[src/sv/spp_pkg.sv]
// ----------------------------------------------------------------------------
// spp_pkg
// Shared types, constants and helpers for the spatial pattern prefetcher.
// ----------------------------------------------------------------------------
package spp_pkg;

  localparam int ADDR_W   = 48;
  localparam int STAMP_W  = 32;
  localparam int OFF_W    = 6;
  localparam int REGION_W = 36;
  localparam int MAP_W    = 64;

  localparam logic OP_ACCESS     = 1'b0;
  localparam logic OP_REGION_END = 1'b1;

  typedef struct packed {
    logic               op;
    logic [ADDR_W-1:0]  pc;
    logic [ADDR_W-1:0]  addr;
    logic [STAMP_W-1:0] now;
  } spp_item_t;

  typedef struct packed {
    logic [ADDR_W-1:0]  pc;
    logic [OFF_W-1:0]   offset;
    logic [STAMP_W-1:0] stamp;
  } spp_filt_t;

  typedef struct packed {
    logic [ADDR_W-1:0]   pc;
    logic [REGION_W-1:0] region;
    logic [STAMP_W-1:0]  stamp;
    logic [MAP_W-1:0]    bitmap;
  } spp_acc_t;

  typedef struct packed {
    logic [ADDR_W-1:0]   pc;
    logic [REGION_W-1:0] region;
    logic [STAMP_W-1:0]  stamp;
    logic [MAP_W-1:0]    bitmap;
    logic [OFF_W-1:0]    pointer;
  } spp_hist_t;

  // Lowest set bit of a map; the top bit of the result flags that one was found.
  function automatic logic [OFF_W:0] first_set(input logic [MAP_W-1:0] m);
    logic [OFF_W:0] r;
    r = '0;
    for (int i = MAP_W - 1; i >= 0; i--) begin
      if (m[i]) begin
        r = {1'b1, OFF_W'(i)};
      end
    end
    return r;
  endfunction

endpackage

[src/sv/spp_front.sv]
// ----------------------------------------------------------------------------
// spp_front
// Accepts items from the command port and holds them in a two-entry queue.
// ----------------------------------------------------------------------------
module spp_front
  import spp_pkg::*;
(
  input  logic                clk,
  input  logic                rst,
  input  logic                start,
  input  logic                op,
  input  logic [ADDR_W-1:0]   instr_addr,
  input  logic [ADDR_W-1:0]   mem_addr,
  input  logic [STAMP_W-1:0]  timestamp,
  output logic                busy,
  input  logic                pop,
  output logic                avail,
  output spp_item_t           item
);

  spp_item_t  q [2];
  logic       wptr;
  logic       rptr;
  logic [1:0] count;
  logic       push;

  assign busy  = (count == 2'd2);
  assign push  = start && !busy;
  assign avail = (count != 2'd0);
  assign item  = q[rptr];

  always_ff @(posedge clk) begin
    if (push) begin
      q[wptr] <= '{op: (op == OP_REGION_END) ? OP_REGION_END : OP_ACCESS,
                   pc: instr_addr, addr: mem_addr, now: timestamp};
    end
  end

  always_ff @(posedge clk) begin
    if (rst) begin
      wptr  <= 1'b0;
      rptr  <= 1'b0;
      count <= 2'd0;
    end else begin
      if (push) begin
        wptr <= !wptr;
      end
      if (pop) begin
        rptr <= !rptr;
      end
      count <= count + 2'(push) - 2'(pop);
    end
  end

  a_no_pop_empty: assert property (@(posedge clk) disable iff (rst) pop |-> avail)
    else $error("queue popped while empty");
  a_no_overflow: assert property (@(posedge clk) disable iff (rst) count != 2'd3)
    else $error("queue count out of range");
  a_count_track: assert property (@(posedge clk) disable iff (rst)
      (push && !pop && count == 2'd1) |=> busy)
    else $error("queue failed to report full");

endmodule

[config.mk]
export PLATFORM = sky130hd
export DESIGN_NAME = spp_front
export DESIGN_NICKNAME = d
export VERILOG_FILES = /design/src/sv/spp_pkg.sv /design/src/sv/spp_front.sv
export SDC_FILE = /design/constraint.sdc
export NUM_CORES = 1
export LEC_CHECK = 0
export ABC_CLOCK_PERIOD_IN_PS = 4100
export BUFFER_PORTS_ARGS = -buffer_cell sky130_fd_sc_hd__buf_2
export CAP_MARGIN = 15
export CORE_MARGIN = 2
export CORE_UTILIZATION = 25
export CTS_BUF_LIST = sky130_fd_sc_hd__clkbuf_4 sky130_fd_sc_hd__clkbuf_8
export DETAILED_ROUTE_END_ITERATION = 8
export GPL_TIMING_DRIVEN = 0
export PLACE_DENSITY_LB_ADDON = 0.2
export SLEW_MARGIN = 30
export SYNTH_ARGS = -nofsm -noshare
export SYNTH_HDL_FRONTEND = slang
export SYNTH_SLANG_ARGS = --single-unit
[constraint.sdc]
create_clock -name clk -period 4.1 [get_ports clk]
set_input_delay 0.615 -clock clk [delete_from_list [all_inputs] [get_ports clk]]
set_output_delay 0.615 -clock clk [all_outputs]
set_load 0.03 [all_outputs]
==> results.md <==
* Slew @ Worst Pin at 0.6372 ns
* Layout Cells excl Fill at 1290
* Post-synth EDFFs at 258
* Setup crit end kind: output port
* Critical Path AT at 1.96 ns
* Fin. Hold Viols at 0
* CTS buffer count at 49
* Synth Instances at 426
* Via/cell ratio at 3.899
* Top_reg_cell synth: edfxtp_1
* Max-cap violation count at 0
* #FFs+latches synth at 263
* Post-Route Setup TNS at 0 ns
* Synthesized cell area at 9577 um2
* Crit path largest cell delay at ~0.37 ns
* RSZ-0062 raised after global routing: no
* WL/cell at 16.79 um
* Hold Buf Count CTS at 0
* Detailed placement HPWL at around 14 mm
* Async SR Flop Fraction at 0
* Routed WL at around 22 mm
* Skew-Pair Late Insertion Delay at 0.59 ns
* Leak Pwr at 0.004662 uW
* Die H at between 150 and 200 um
* Iteration-0 DRC count of the detailed router at 121
* Initial Util at 0.2543
* Setup CP Type: reg2out
* CTS tree: done
* WP data required at around 3.5 ns
* Drt first pass iters at 4
* Min cycle time layout at 2.571 ns
* Post-synthesis sequential area ratio at 0.8194
* Clk buf depth at 3
* Cell Chain, Critical Path: buf_6, buf_6, mux2_2, buf_2
* Ratio of final minimum period to clock period at 0.6271
* Synth Area per Inst at 22.48 um2
* Slowest CP cell: dfxtp_1
* Maximum operating frequency at 388.9 MHz
* Final GP Congestion at 0.6400
* Most used cell, CP: buf_6
* Post_cts resized at 0
* Port bufs at ~260
* GRT Resource Usage Total at 0.1042
* Post-Place Cells at 1205
* Vias post-DR at between 5000 and 6000
* Share of cells above drive strength 1 at 0.6247
* Critical-path maximum fanout at 10
* Sink Count at 263
* H-tree Lvls at 2
* CP Launch Type: flip-flop
* Vias in the first global route at roughly 5200
* Filler Cell Count at 3762
* PD cells at 586.1 nW/um2
* Yosys warns at 0
* Synth unique cells at 18
* Dominant cell type by area after synthesis: edfxtp_1
* Final worst slack at 1.529 ns
* Buf+Inv Stages, Crit Path at 3
* Initial antenna violation count at 3
* Slew margin rel. at 0.5752
* Peak supply drop at 0.2366 mV
* Syn_nets at between 500 and 600
* Dpl ws at between 1.5 and 2 ns
* Most instantiated cells after synthesis: 258 x edfxtp_1, 129 x mux2_2, 13 x buf_6, 5 x dfxtp_1, 4 x inv_1
* FP Rows at 71
* Core area at 37670 um2
* Routed Antenna Nets at 0
* Most instantiated library cell after synthesis: edfxtp_1
* Dpl cell area at 11650 um2
* Post-CTS Setup Bufs at 0
* CP top delay family: buffers and inverters
* Clk root buf: clkbuf_8
* Gr ovfl total at 0
* Clock slew at reported path FFs at 0.06 ns
* Die X at approximately 200 um
* I/O Pins at 264
* Die Area at between 30000 and 40000 um2
* Worst Hold Class: in2reg
* First-pass GRT wire length at 30.35 mm
* Area growth from synthesis to layout at 31.55%
* Design Area, Final at between 10000 and 15000 um2
* Outcome: complete, no violations
* Max Slew Vio Count at 0
* Post-route DRC at 0
* Area share of the leading cell type in the synthesized netlist at 0.8090
* Nets at just under 900
* Synth top area cells: edfxtp_1 81%, mux2_2 15%, buf_6 1.5%
* Final setup viols at 0
* Total power at 7383 uW
* Final Skew at 0.02964 ns
* Largest net degree at the start of global routing at between 70 and 80
==> cell type report <==
cell class                 count  area (um2)  area share
sequential                   263        7848      0.6229
antenna                        1       2.502   0.0001986
multi-input combinational    145        1568      0.1244
timing repair buffer         268        1424      0.1130
clock buffer                  66       814.5     0.06465
buffer                        14       151.4     0.01202
clock inverter                18       128.9     0.01023
inverter                       4       22.52    0.001788
tap                          511       639.4     0.05075
==> layer usage <==
layer  up-vias  share of wire  GRT usage
met4         4          0.028    0.04938
met2       189           0.48     0.1683
met1      2445           0.40     0.1145
met3        54          0.095    0.05198
li1       2338              -          -
met5         -         0.0010          0
==> registers in the layout, summed over array words and instances, names as in the netlist, named ones only <==
name,cells
q,258
count,2
wptr,1
rptr,1
==> power by group <==
group	internal, uW	total (uW)	switching (uW)
Clock	1400	2460	1060
Sequential	3370	3440	66.4
Combinational	487	1480	995
Total	5260	7380	2120
==> metrics by stage <==
step	hold slack, ns	utilization
5_1_grt	0.1346	0.3344
4_1_cts	0.1182	0.3344
3_5_place_dp	0.4957	0.3094
6_report	0.2023	0.3345
3_3_place_gp	0.4657	0.3062
2_1_floorplan	0.4515	-
==> path summary, 6_finish.rpt <==
path	start	endpoint	slack, ns	cells after the start
max	flip-flop	item[86]	1.53	4
max reg2reg	count[0]	q[0][33]	1.93	5
min reg2reg	wptr	wptr	0.50	2
min	instr_addr[29]	q[1][109]	0.20	1
==> placed cells by master (no fill, tap or decap), drive strengths merged <==
cell / instances
xor2: 1
or3: 1
ha: 2
mux2: 129
nand2b: 1
nor2: 3
inv: 4
clkinvlp: 2
bufinv: 2
diode: 1
dfxtp: 5
buf: 282
clkinv: 14
or2: 1
nand2: 1
xnor2: 2
and3: 1
nor2b: 1
a21oi: 1
o21ai: 1
clkbuf: 66
edfxtp: 258
==> kinds of logic after synthesis <==
| kind of cell | count (synthesis) | synth area share |
|---|---|---|
| xor gates and xnor gates | 3 | 0.002744 |
| DFF | 263 | 0.8194 |
| buffers and inverters | 18 | 0.01738 |
| muxes | 129 | 0.1517 |
| and+or+nand+nor | 9 | 0.005097 |
| AOI/OAI and AO/OA | 2 | 0.001044 |
| adders and majority gates | 2 | 0.002613 |
==> worst reg2reg max path, delay by kind of cell (launching register included) <==
kind / cells / cell delay, ns
buf+inv: 3 / 0.92
flops: 1 / 0.34
simple gates: 2 / 0.55
(Power assumes the default switching activity.)
